===== config.mk =====
export PLATFORM = sky130hd
export DESIGN_NAME = pes_header_parser_core
export DESIGN_NICKNAME = d
export VERILOG_FILES = /design/src/hdl/php_pkg.sv /design/src/hdl/php_front.sv /design/src/hdl/php_queue.sv /design/src/hdl/php_back.sv /design/src/hdl/pes_header_parser_core.sv
export SDC_FILE = /design/constraint.sdc
export NUM_CORES = 1
export LEC_CHECK = 0
export ABC_AREA = 0
export BUFFER_PORTS_ARGS = -buffer_cell sky130_fd_sc_hd__buf_2
export CORE_ASPECT_RATIO = 1.4
export CORE_MARGIN = 1.5
export CORE_UTILIZATION = 55
export CTS_BUF_LIST = sky130_fd_sc_hd__clkbuf_8
export CTS_CLUSTER_DIAMETER = 150
export DETAILED_ROUTE_END_ITERATION = 8
export GPL_ROUTABILITY_DRIVEN = 0
export PLACE_DENSITY = 0.73
export REMOVE_ABC_BUFFERS = 1
export SYNTH_ARGS = -nofsm -noshare
export SYNTH_HDL_FRONTEND = slang
export SYNTH_SLANG_ARGS = --single-unit

===== constraint.sdc =====
create_clock -name clk_i -period 13.6 [get_ports clk_i]
set_clock_uncertainty 0.1 [all_clocks]
set_input_delay 2.72 -clock clk_i [delete_from_list [all_inputs] [get_ports clk_i]]
set_output_delay 2.72 -clock clk_i [all_outputs]
set_load 0.1 [all_outputs]

===== src/hdl/php_pkg.sv =====
// ----------------------------------------------------------------------------
// php_pkg
// shared types, constants and timestamp decode for the pes header parser
// ----------------------------------------------------------------------------
package php_pkg;

  localparam int unsigned COUNT_BITS = 17;
  localparam int unsigned WIDE_BITS  = (COUNT_BITS > 17) ? COUNT_BITS : 17;
  localparam logic [COUNT_BITS-1:0] CNT_MAX = {COUNT_BITS{1'b1}};
  localparam logic [WIDE_BITS-1:0]  PAYLEN_MAX = WIDE_BITS'(131071);

  localparam logic [2:0] STAT_OK        = 3'd0;
  localparam logic [2:0] STAT_SHORT_PKT = 3'd1;
  localparam logic [2:0] STAT_NO_OPT    = 3'd2;
  localparam logic [2:0] STAT_SHORT_EXT = 3'd3;
  localparam logic [2:0] STAT_SHORT_HDR = 3'd4;

  localparam logic [7:0] SID_PRIV1   = 8'hBD;
  localparam logic [7:0] SID_PADDING = 8'hBE;
  localparam logic [7:0] SID_PRIV2   = 8'hBF;
  localparam logic [7:0] SID_LAST    = 8'hEF;

  localparam int unsigned OUT_BITS = 128;

  typedef struct packed {
    logic [COUNT_BITS-1:0] total;
    logic [7:0]            sid;
    logic [15:0]           len;
    logic [7:0]            ext;
    logic [7:0]            ptsdts;
    logic [7:0]            hdr_len;
    logic [39:0]           stamp_a;
    logic [39:0]           stamp_b;
  } php_rec_t;

  typedef struct packed {
    logic [16:0] payload_length;
    logic [8:0]  payload_offset;
    logic [32:0] dts_value;
    logic [32:0] pts_value;
    logic [5:0]  flag_bits;
    logic [1:0]  scrambling;
    logic [15:0] pes_length;
    logic [7:0]  stream_id;
    logic [2:0]  status;
  } php_res_t;

  function automatic logic [32:0] stamp_from(input logic [39:0] v);
    return {v[35:33], v[31:24], v[23:17], v[15:8], v[7:1]};
  endfunction

endpackage


===== src/hdl/php_front.sv =====
// ----------------------------------------------------------------------------
// php_front
// byte counter and header field capture, emits one packet record per last beat
// ----------------------------------------------------------------------------
module php_front (
  input  logic               clk_i,
  input  logic               rst_ni,
  input  logic               beat_i,
  input  logic [7:0]         byte_i,
  input  logic               last_i,
  output logic               push_o,
  output php_pkg::php_rec_t  rec_o
);

  logic [php_pkg::COUNT_BITS-1:0] count_q, count_d, count_inc;
  logic [7:0]  sid_q, sid_d;
  logic [15:0] len_q, len_d;
  logic [7:0]  ext_q, ext_d;
  logic [7:0]  ptsdts_q, ptsdts_d;
  logic [7:0]  hlen_q, hlen_d;
  logic [39:0] sa_q, sa_d;
  logic [39:0] sb_q, sb_d;

  always_comb begin
    count_inc = (count_q == php_pkg::CNT_MAX) ? count_q : count_q + 1'b1;
    sid_d    = sid_q;
    len_d    = len_q;
    ext_d    = ext_q;
    ptsdts_d = ptsdts_q;
    hlen_d   = hlen_q;
    sa_d     = sa_q;
    sb_d     = sb_q;
    if (count_q == php_pkg::COUNT_BITS'(3)) sid_d = byte_i;
    if (count_q == php_pkg::COUNT_BITS'(4)) len_d[15:8] = byte_i;
    if (count_q == php_pkg::COUNT_BITS'(5)) len_d[7:0] = byte_i;
    if (count_q == php_pkg::COUNT_BITS'(6)) ext_d = byte_i;
    if (count_q == php_pkg::COUNT_BITS'(7)) ptsdts_d = byte_i;
    if (count_q == php_pkg::COUNT_BITS'(8)) hlen_d = byte_i;
    for (int k = 0; k < 5; k++) begin
      if (count_q == php_pkg::COUNT_BITS'(9 + k)) sa_d[8*(4-k) +: 8] = byte_i;
      if (count_q == php_pkg::COUNT_BITS'(14 + k)) sb_d[8*(4-k) +: 8] = byte_i;
    end
    count_d = count_inc;
  end

  assign push_o = beat_i && last_i;

  always_comb begin
    rec_o.total   = count_d;
    rec_o.sid     = sid_d;
    rec_o.len     = len_d;
    rec_o.ext     = ext_d;
    rec_o.ptsdts  = ptsdts_d;
    rec_o.hdr_len = hlen_d;
    rec_o.stamp_a = sa_d;
    rec_o.stamp_b = sb_d;
  end

  always_ff @(posedge clk_i or negedge rst_ni) begin
    if (!rst_ni) begin
      count_q  <= '0;
      sid_q    <= '0;
      len_q    <= '0;
      ext_q    <= '0;
      ptsdts_q <= '0;
      hlen_q   <= '0;
      sa_q     <= '0;
      sb_q     <= '0;
    end else if (beat_i) begin
      if (last_i) begin
        count_q  <= '0;
        sid_q    <= '0;
        len_q    <= '0;
        ext_q    <= '0;
        ptsdts_q <= '0;
        hlen_q   <= '0;
        sa_q     <= '0;
        sb_q     <= '0;
      end else begin
        count_q  <= count_d;
        sid_q    <= sid_d;
        len_q    <= len_d;
        ext_q    <= ext_d;
        ptsdts_q <= ptsdts_d;
        hlen_q   <= hlen_d;
        sa_q     <= sa_d;
        sb_q     <= sb_d;
      end
    end
  end

  property p_count_saturates;
    @(posedge clk_i) disable iff (!rst_ni)
      (beat_i && !last_i && count_q == php_pkg::CNT_MAX) |=> count_q == php_pkg::CNT_MAX;
  endproperty
  a_count_saturates: assert property (p_count_saturates) else $error("count wrapped");

  property p_clear_after_last;
    @(posedge clk_i) disable iff (!rst_ni)
      (beat_i && last_i) |=> (count_q == '0 && sid_q == '0 && sa_q == '0);
  endproperty
  a_clear_after_last: assert property (p_clear_after_last) else $error("state not cleared");

  property p_count_steps;
    @(posedge clk_i) disable iff (!rst_ni)
      !beat_i |=> $stable(count_q);
  endproperty
  a_count_steps: assert property (p_count_steps) else $error("count moved without beat");

endmodule


===== src/hdl/php_queue.sv =====
// ----------------------------------------------------------------------------
// php_queue
// two-entry record queue between the capture front and the result back
// ----------------------------------------------------------------------------
module php_queue (
  input  logic               clk_i,
  input  logic               rst_ni,
  input  logic               push_i,
  input  php_pkg::php_rec_t  rec_i,
  output logic               full_o,
  output logic               empty_o,
  input  logic               pop_i,
  output php_pkg::php_rec_t  rec_o
);

  php_pkg::php_rec_t mem_q [2];
  logic       wr_q, rd_q;
  logic [1:0] cnt_q;

  assign full_o  = (cnt_q == 2'd2);
  assign empty_o = (cnt_q == 2'd0);
  assign rec_o   = mem_q[rd_q];

  always_ff @(posedge clk_i) begin
    if (push_i) mem_q[wr_q] <= rec_i;
  end

  always_ff @(posedge clk_i or negedge rst_ni) begin
    if (!rst_ni) begin
      wr_q  <= 1'b0;
      rd_q  <= 1'b0;
      cnt_q <= 2'd0;
    end else begin
      if (push_i) wr_q <= ~wr_q;
      if (pop_i) rd_q <= ~rd_q;
      cnt_q <= cnt_q + {1'b0, push_i} - {1'b0, pop_i};
    end
  end

  property p_no_overflow;
    @(posedge clk_i) disable iff (!rst_ni) push_i |-> !full_o;
  endproperty
  a_no_overflow: assert property (p_no_overflow) else $error("push into full queue");

  property p_no_underflow;
    @(posedge clk_i) disable iff (!rst_ni) pop_i |-> !empty_o;
  endproperty
  a_no_underflow: assert property (p_no_underflow) else $error("pop from empty queue");

  property p_cnt_range;
    @(posedge clk_i) disable iff (!rst_ni) cnt_q != 2'd3;
  endproperty
  a_cnt_range: assert property (p_cnt_range) else $error("queue count out of range");

endmodule


===== src/hdl/php_back.sv =====
// ----------------------------------------------------------------------------
// php_back
// classifies a packet record, decodes timestamps and holds the result beat
// ----------------------------------------------------------------------------
module php_back (
  input  logic               clk_i,
  input  logic               rst_ni,
  input  logic               empty_i,
  input  php_pkg::php_rec_t  rec_i,
  output logic               pop_o,
  output logic               valid_o,
  input  logic               ready_i,
  output php_pkg::php_res_t  res_o
);

  php_pkg::php_res_t res_d, res_q;
  logic valid_q;
  logic [php_pkg::WIDE_BITS-1:0] total_w, poff_w, rem_w;
  logic has_pts, has_dts, sid_stop;

  assign pop_o   = !empty_i && (!valid_q || ready_i);
  assign valid_o = valid_q;
  assign res_o   = res_q;

  always_comb begin
    total_w  = php_pkg::WIDE_BITS'(rec_i.total);
    poff_w   = php_pkg::WIDE_BITS'(rec_i.hdr_len) + php_pkg::WIDE_BITS'(9);
    rem_w    = total_w - poff_w;
    has_pts  = rec_i.ptsdts[7];
    has_dts  = rec_i.ptsdts[6];
    sid_stop = (rec_i.sid < php_pkg::SID_PRIV1) || (rec_i.sid == php_pkg::SID_PADDING) ||
               (rec_i.sid == php_pkg::SID_PRIV2) || (rec_i.sid > php_pkg::SID_LAST);
    res_d = '0;
    res_d.stream_id  = rec_i.sid;
    res_d.pes_length = rec_i.len;
    if (total_w <= php_pkg::WIDE_BITS'(6)) begin
      res_d.status     = php_pkg::STAT_SHORT_PKT;
      res_d.stream_id  = '0;
      res_d.pes_length = '0;
    end else if (sid_stop) begin
      res_d.status = php_pkg::STAT_NO_OPT;
    end else if (total_w < php_pkg::WIDE_BITS'(9)) begin
      res_d.status = php_pkg::STAT_SHORT_EXT;
    end else begin
      res_d.scrambling = rec_i.ext[5:4];
      res_d.flag_bits  = {rec_i.ext[3:0], rec_i.ptsdts[7:6]};
      if (total_w < poff_w) begin
        res_d.status = php_pkg::STAT_SHORT_HDR;
      end else begin
        res_d.status = php_pkg::STAT_OK;
        if (has_pts) begin
          res_d.pts_value = php_pkg::stamp_from(rec_i.stamp_a);
          if (has_dts) res_d.dts_value = php_pkg::stamp_from(rec_i.stamp_b);
        end else if (has_dts) begin
          res_d.dts_value = php_pkg::stamp_from(rec_i.stamp_a);
        end
        res_d.payload_offset = poff_w[8:0];
        if (rec_i.len != '0) begin
          res_d.payload_length = {1'b0, rec_i.len};
        end else if (rem_w > php_pkg::PAYLEN_MAX) begin
          res_d.payload_length = php_pkg::PAYLEN_MAX[16:0];
        end else begin
          res_d.payload_length = rem_w[16:0];
        end
      end
    end
  end

  always_ff @(posedge clk_i) begin
    if (pop_o) res_q <= res_d;
  end

  always_ff @(posedge clk_i or negedge rst_ni) begin
    if (!rst_ni) begin
      valid_q <= 1'b0;
    end else if (pop_o) begin
      valid_q <= 1'b1;
    end else if (ready_i) begin
      valid_q <= 1'b0;
    end
  end

  property p_short_clears_id;
    @(posedge clk_i) disable iff (!rst_ni)
      (valid_q && res_q.status == php_pkg::STAT_SHORT_PKT) |->
        (res_q.stream_id == '0 && res_q.pes_length == '0);
  endproperty
  a_short_clears_id: assert property (p_short_clears_id) else $error("short packet id");

  property p_offset_only_ok;
    @(posedge clk_i) disable iff (!rst_ni)
      (valid_q && res_q.status != php_pkg::STAT_OK) |->
        (res_q.payload_offset == '0 && res_q.pts_value == '0 && res_q.dts_value == '0);
  endproperty
  a_offset_only_ok: assert property (p_offset_only_ok) else $error("fields not cleared");

  property p_ok_offset_min;
    @(posedge clk_i) disable iff (!rst_ni)
      (valid_q && res_q.status == php_pkg::STAT_OK) |-> res_q.payload_offset >= 9'd9;
  endproperty
  a_ok_offset_min: assert property (p_ok_offset_min) else $error("bad payload offset");

endmodule


===== src/hdl/pes_header_parser_core.sv =====
// ----------------------------------------------------------------------------
// pes_header_parser_core
// mpeg-2 pes header parser: one packet byte per beat in, one result beat out
// per packet on its last byte
// ----------------------------------------------------------------------------
//  channel   dir  handshake                     payload
//  s_axis    in   s_axis_tvalid / s_axis_tready data_byte in tdata, last_byte in tlast
//  m_axis    out  m_axis_tvalid / m_axis_tready result fields in tdata
//
//  one byte per cycle sustained while the record queue is not full
//  each byte updates the capture registers; the last byte pushes the record
//  into a two-entry record queue, and the result register presents the beat
//  s_axis_tready drops only while the record queue is full
//  reset returns all counters and captured fields to zero
// ----------------------------------------------------------------------------
module pes_header_parser_core (
  input  logic                         clk_i,
  input  logic                         rst_ni,
  input  logic                         s_axis_tvalid,
  output logic                         s_axis_tready,
  input  logic [7:0]                   s_axis_tdata,   // data_byte
  input  logic                         s_axis_tlast,   // last_byte
  output logic                         m_axis_tvalid,
  input  logic                         m_axis_tready,
  output logic [php_pkg::OUT_BITS-1:0] m_axis_tdata    // status, stream_id, pes_length,
                                                       // scrambling, flag_bits,
                                                       // pts_value, dts_value,
                                                       // payload_offset,
                                                       // payload_length, zero pad
);

  logic              beat, push, pop, q_full, q_empty;
  php_pkg::php_rec_t rec_in, rec_out;
  php_pkg::php_res_t res;

  assign s_axis_tready = !q_full;
  assign beat          = s_axis_tvalid && s_axis_tready;

  php_front u_front (
    .clk_i  (clk_i),
    .rst_ni (rst_ni),
    .beat_i (beat),
    .byte_i (s_axis_tdata),
    .last_i (s_axis_tlast),
    .push_o (push),
    .rec_o  (rec_in)
  );

  php_queue u_queue (
    .clk_i   (clk_i),
    .rst_ni  (rst_ni),
    .push_i  (push),
    .rec_i   (rec_in),
    .full_o  (q_full),
    .empty_o (q_empty),
    .pop_i   (pop),
    .rec_o   (rec_out)
  );

  php_back u_back (
    .clk_i   (clk_i),
    .rst_ni  (rst_ni),
    .empty_i (q_empty),
    .rec_i   (rec_out),
    .pop_o   (pop),
    .valid_o (m_axis_tvalid),
    .ready_i (m_axis_tready),
    .res_o   (res)
  );

  assign m_axis_tdata = {1'b0, res};

endmodule


==> impl_metrics.py, run 1 <==
metrics = {
    "sta": {
        "fin_crit_sh_pct": 38.5,
        "grt_setup_unrepaired": "no",
        "finalSetupTns_ns": 0,
        "worst_slew_pin_slew_ns": 1.16,
        "relSlewSlack_pct": 22.3,
        "setup_viol": 0,
        "fin_crit_ns": 5.23,
        "fmax_mhz": 191,
        "finalHoldViolCount": 0,
        "maxSlewViolCount": 0,
    },
    "cells_and_area": {
        "syn2layout_area_growth_pct": 11.6,
        "fin_area_mm2": 0.0249,
        "fin_nets": 1952,
        "seq_area_mm2": 0.0144,
        "num-fill-cells": 3041,
        "drive_gt1_share_pct": 16.8,
        "multi_input_area_mm2": 0.00732,
    },
    "pwr": {
        "irDropWorstVdd_mv": 0.203,
        "p_leak_nw": 9.45,
        "power_mw": 6.20,
        "p_per_area_mw_per_mm2": 249,
    },
    "logic_synthesis": {
        "avgSynthCellArea_um2": 12.3,
        "synth_edf_count": 373,
        "synthArstFlopShare_pct": 25.5,
        "synth-seq-cells": 501,
        "synth_xor_area_share_pct": 1.10,
        "ys_seq_area_share_pct": 64.6,
        "synth_compound_area_share_pct": 12.7,
        "synthFlopType": "edfxtp_1",
        "synthAdderAreaFrac_pct": 1.04,
        "ys_warn_count": 0,
        "synthSimpleGateAreaFrac_pct": 10.6,
        "synth_cell_type_count": 66,
        "synth_area_mm2": 0.0223,
        "synth_mux_area_share_pct": 7.22,
        "postSynthCellCount": 1814,
        "synth_top_family_by_area": "compound AO/OA/AOI/OAI gates",
    },
    "route": {
        "initialDrtViolationCount": 1585,
        "vias": 15363,
        "drtPass1Iterations": 6,
        "routed_wl_um": 52900,
        "ant_nets": 0,
        "via_per_inst": 6.10,
        "wl_per_cell_um": 21.0,
        "drc": 0,
    },
    "grt": {
        "grt_pass1_vias": 14721,
        "antenna_found_initial": 2,
        "grt_max_degree": 97,
        "grt-ovfl-total": 0,
        "grt_pass1_wl_um": 81100,
        "globalRouteTotalUtil_pct": 25.2,
    },
    "worst_setup_path": {
        "critical_path_class": "in -> reg",
        "r2r_cells": 15,
        "r2r_end": "u_back.res_o[121]",
        "worstPathArrival_ns": 5.40,
        "crit_required_ns": 13.77,
        "reg2reg_setup_slack_ns": 8.82,
        "crit_fanout": 68,
        "endpoint_kind": "flip-flop",
        "worstReg2RegStart": "u_queue.rd_q",
        "crit_path_start_kind": "primary input",
    },
    "placement": {
        "dpl_cell_area_mm2": 0.0233,
        "hpwlAfterDp_um": 33400,
        "place.port_buffers": 141,
    },
    "worst_hold_path": {
        "worstHoldStart": "u_queue.cnt_q[1]",
        "whs_endpoint": "u_queue.cnt_q[1]",
        "min_path_cells": 1,
        "hold_class": "reg -> reg",
    },
    "cts": {
        "ctsResizeCount": 0,
        "cts-root-buf": "clkbuf_8",
        "numCtsBuffers": 75,
        "h-tree-depth": 3,
        "clkLatencyLatePin_ns": 0.66,
        "clk_pin_slew_ns": 0.06,
        "post_cts_buffers": 0,
        "cts_sinks": 501,
        "holdBufCountCts": 0,
        "cts_buffer_depth": 3,
        "tritoncts": "done",
    },
    "status": {
        "status": "finished clean",
    },
    "floorplan": {
        "start_util_pct": 55.5,
        "placeableCoreArea_mm2": 0.0402,
        "num_rows": 87,
        "die_width_um": 173,
        "io_pins": 143,
        "dieArea_mm2": 0.0417,
        "die_h_um": 241,
    },
    "flow_run": {
        "cap_violations": 0,
    },
}
==> cell usage in the layout (no fill, tap or decap), drive strengths merged, types with 9 or more instances in the layout <==
cell | netlist | final
nor4 | 11 | 11
ha | 17 | 17
nor3 | 16 | 16
dfrtp | 128 | 128
nor3b | 40 | 40
xnor2 | 18 | 18
o31ai | 11 | 11
mux2 | 53 | 53
nand2b | 11 | 11
nor2b | 11 | 11
and3 | 15 | 15
nand2 | 244 | 244
nor2 | 113 | 113
edfxtp | 373 | 373
a22oi | 96 | 96
clkbuf | 92 | 92
o221ai | 9 | 9
clkinv | 0 | 14
inv | 22 | 49
mux2i | 101 | 101
o21ai | 224 | 224
o211ai | 34 | 34
a21oi | 36 | 36
buf | 34 | 156
nand3 | 12 | 12
xor2 | 10 | 10
==> sequential cells by signal, summed over array words and instances (netlist names) <==
signal and cells:
u_queue.cnt_q 2, u_front.len_q 16, u_back.valid_o 1, u_front.ptsdts_q 2, u_queue.mem_q 246, u_front.sa_q 33
u_front.hlen_q 8, u_queue.rd_q 1, u_front.count_q 17, u_front.sb_q 33, u_queue.wr_q 1, u_back.res_o 127
u_front.sid_q 8, u_front.ext_q 6
==> kinds of logic (layout without fill, tap and decap cells) <==
kind of cell | Yosys count | after routing
other | 1 | 3
AOI/OAI and AO/OA | 456 | 456
muxes | 154 | 154
buffers and inverters | 148 | 318
DFF | 501 | 501
and+or+nand+nor | 508 | 508
xor gates and xnor gates | 28 | 28
adders and majority gates | 18 | 18
==> worst max-delay path, cell delays in order <==
cell and delay, ns:
buf_2 0.10, and2_1 0.61, nand2_1 0.27, nor2_4 0.13, buf_4 0.63, buf_4 0.80
==> metal layers <==
metal / vias to the layer above / wire (um) / GRT usage [%]
li1: 7008 / - / -
met1: 7585 / 20400 / 31.3
met2: 654 / 26900 / 43.5
met3: 116 / 3630 / 3.54
met4: 0 / 1990 / 12.8
met5: - / 0 / 0
==> cell type report <==
| class | count | share of cell area (%) |
|---|---|---|
| diodes | 2 | 0.0201 |
| clock buffers | 92 | 5.09 |
| clock inverters | 48 | 1.19 |
| inverters | 22 | 0.332 |
| multi-input cells | 1165 | 29.4 |
| flip-flops and latches | 501 | 57.9 |
| well taps | 534 | 2.69 |
| repair buffers | 156 | 3.31 |
==> report_power, final <==
group | internal [mW] | switching, mW
Combinational | 0.559 | 2.04
Clock | 0.673 | 0.580
Sequential | 2.17 | 0.178
==> metrics by stage <==
stage | instances | utilization, % | hold slack [ns] | setup WS, ns
after floorplan | 1688 | - | 0.356 | 2.98
after global placement | 2378 | 58.0 | 0.368 | 7.79
after detailed placement | 2378 | 58.0 | 0.379 | 7.74
after CTS | 2518 | 61.9 | 0.398 | 8.42
after global routing | 2520 | 61.9 | 0.421 | 8.22
final | 2520 | 61.9 | 0.394 | 8.37
==> cell usage after synthesis, drive strengths merged (12+ instances only) <==
library cell	count	area share [%]
ha	17	0.95
nor3b	40	1.3
clkbuf	92	1.5
nand2	244	4.1
inv	22	0.37
xnor2	18	0.71
o211ai	34	1.1
edfxtp	373	50
and3	15	0.42
a21oi	36	0.83
dfrtp	128	14
nor2	113	1.9
mux2i	101	4.5
mux2	53	2.7
buf	34	0.75
a22oi	96	3.2
nand3	12	0.27
o21ai	224	5.0
nor3	16	0.36
==> how the worst max path moves through the flow <==
stage | from | to | slack (ns)
after detailed placement | s_axis_tvalid | u_queue.mem_q[0][26] | 7.74
after CTS | s_axis_tvalid | u_queue.mem_q[0][2] | 8.42
after global placement | s_axis_tvalid | u_queue.mem_q[0][2] | 7.79
after floorplan | u_queue.rd_q | u_back.res_o[123] | 2.98
after global routing | s_axis_tvalid | u_queue.mem_q[0][51] | 8.22
final | s_axis_tvalid | u_queue.mem_q[0][51] | 8.37
No activity file was read; power rests on OpenSTA's default activity.
==> run 2, diff against run 1 <==
==> constraint.sdc (replaced) <==
create_clock -name clk_i -period 5.2 [get_ports clk_i]
set_clock_uncertainty 0.1 [all_clocks]
set_input_delay 1.04 -clock clk_i [delete_from_list [all_inputs] [get_ports clk_i]]
set_output_delay 1.04 -clock clk_i [all_outputs]
set_load 0.1 [all_outputs]
==> impl_metrics.py, run 2 (same netlist as run 1, synthesis figures left out) <==
metrics = {
    "route": {
        "wl_per_cell_um": 21.1,
        "drc": 0,
        "ant_nets": 0,
        "routed_wl_um": 53300,
        "initialDrtViolationCount": 1330,
        "via_per_inst": 6.09,
        "vias": 15360,
        "drtPass1Iterations": 5,
    },
    "cells_and_area": {
        "multi_input_area_mm2": 0.00732,
        "syn2layout_area_growth_pct": 11.6,
        "layout.cells.non_filler": 2524,
        "layout_commonest_cell": "edfxtp_1",
        "fin_nets": 1959,
        "top_register": "u_queue.mem_q",
        "largest_register_ffs": 246,
        "num-fill-cells": 3056,
        "seq_area_mm2": 0.0144,
        "final_cell_mix": "edfxtp_1, nand2_1, o21ai_0",
        "drive_gt1_share_pct": 16.5,
        "fin_util_pct": 61.9,
    },
    "floorplan": {
        "start_util_pct": 55.5,
        "dieArea_mm2": 0.0417,
        "placeableCoreArea_mm2": 0.0402,
        "die_h_um": 241,
        "num_rows": 87,
        "die_width_um": 173,
        "io_pins": 143,
    },
    "placement": {
        "dp.cells": 2386,
        "place.port_buffers": 141,
        "post-place-ws_ns": 0.852,
        "hpwlAfterDp_um": 34600,
    },
    "cts": {
        "cts_sinks": 501,
        "post_cts_buffers": 0,
        "clk_pin_slew_ns": 0.07,
        "numCtsBuffers": 74,
        "h-tree-depth": 3,
        "holdBufCountCts": 0,
        "ctsResizeCount": 0,
        "cts_buffer_depth": 3,
        "clkLatencyLatePin_ns": 0.65,
        "cts-root-buf": "clkbuf_8",
        "tritoncts": "done",
    },
    "sta": {
        "maxSlewViolCount": 0,
        "worst_slew_pin_slew_ns": 1.19,
        "fin_crit_ns": 4.36,
        "grt_setup_unrepaired": "no",
        "layout_setup_ws_ns": 0.837,
        "fin_crit_sh_pct": 83.9,
        "finalHoldViolCount": 0,
        "relSlewSlack_pct": 20.2,
        "setup_viol": 0,
        "fmax_mhz": 229,
    },
    "worst_hold_path": {
        "hold_class": "in -> async",
    },
    "grt": {
        "globalRouteTotalUtil_pct": 25.6,
        "grt_pass1_vias": 15222,
        "grt_pass1_wl_um": 82700,
        "grt_max_degree": 75,
        "grt-ovfl-total": 0,
        "antenna_found_initial": 0,
    },
    "worst_setup_path": {
        "endpoint_kind": "flip-flop",
        "crit_fanout": 59,
        "critical_path_class": "reg -> reg",
        "worstPathArrival_ns": 4.68,
        "crit_path_start_kind": "flip-flop",
        "crit_required_ns": 5.52,
    },
    "pwr": {
        "irDropWorstVdd_mv": 0.700,
        "p_leak_nw": 9.45,
        "p_per_area_mw_per_mm2": 648,
    },
    "flow_run": {
        "cap_violations": 0,
    },
    "status": {
        "status": "finished clean",
    },
}
-- run 2: power by group --
part	internal [mW]	switching [mW]	total, mW
logic	1.50	5.41	6.91
clock network	1.59	1.51	3.11
registers	5.68	0.438	6.11
-- run 2: routing by layer --
layer | GRT usage, % | vias to the layer above | part of all wire, %
li1 | - | 7015 | -
met1 | 30.9 | 7643 | 39
met2 | 44.9 | 570 | 51
met3 | 3.88 | 132 | 6.0
met4 | 13.4 | 0 | 4.2
met5 | 0 | - | 0
-- run 2: critical path: stages, from the launching register on --
cell	delay [ns]
dfrtp_4	0.50
buf_4	0.60
mux2_2	0.44
o21ai_0	0.13
nor2_1	0.11
xor2_1	0.32
ha_1	0.34
a21o_1	0.20
or2_2	0.27
o311a_1	0.22
nor4_1	0.41
nor3b_1	0.10
a2111oi_0	0.38
-- run 2: layout make-up --
cell class | count | area share (%)
Timing Repair Buffer | 164 | 3.80
Clock inverter | 56 | 1.31
Clock buffer | 81 | 4.48
Antenna cell | 1 | 0.0101
Sequential cell | 501 | 57.9
Multi-Input combinational cell | 1165 | 29.4
Tap cell | 534 | 2.69
Inverter | 22 | 0.332
-- run 2: per-stage QoR --
step	hold WS [ns]	TNS, ns	power [mW]	cell area [um2]
after CTS	0.361	0	16.2	24900
final	0.353	0	16.1	24900
after floorplan	0.356	-1188.25	11.8	21800
after global placement	0.367	0	12.9	23400
after global routing	0.408	0	16.8	24900
after detailed placement	0.375	0	13.1	23400
-- run 2: final timing paths --
check,end,start,cells past startpoint,slack (ns)
max,u_back.res_o[124],u_queue.rd_q,12,0.84
max reg2reg,u_back.res_o[124],u_queue.rd_q,12,0.84
max in group asynchronous,u_queue.rd_q,rst_ni,2,3.73
min reg2reg,u_front.sb_q[35],u_front.sb_q[35],2,0.39
min,u_front.count_q[9],rst_ni,1,0.35
min in group clk_i,u_front.sb_q[35],u_front.sb_q[35],2,0.39
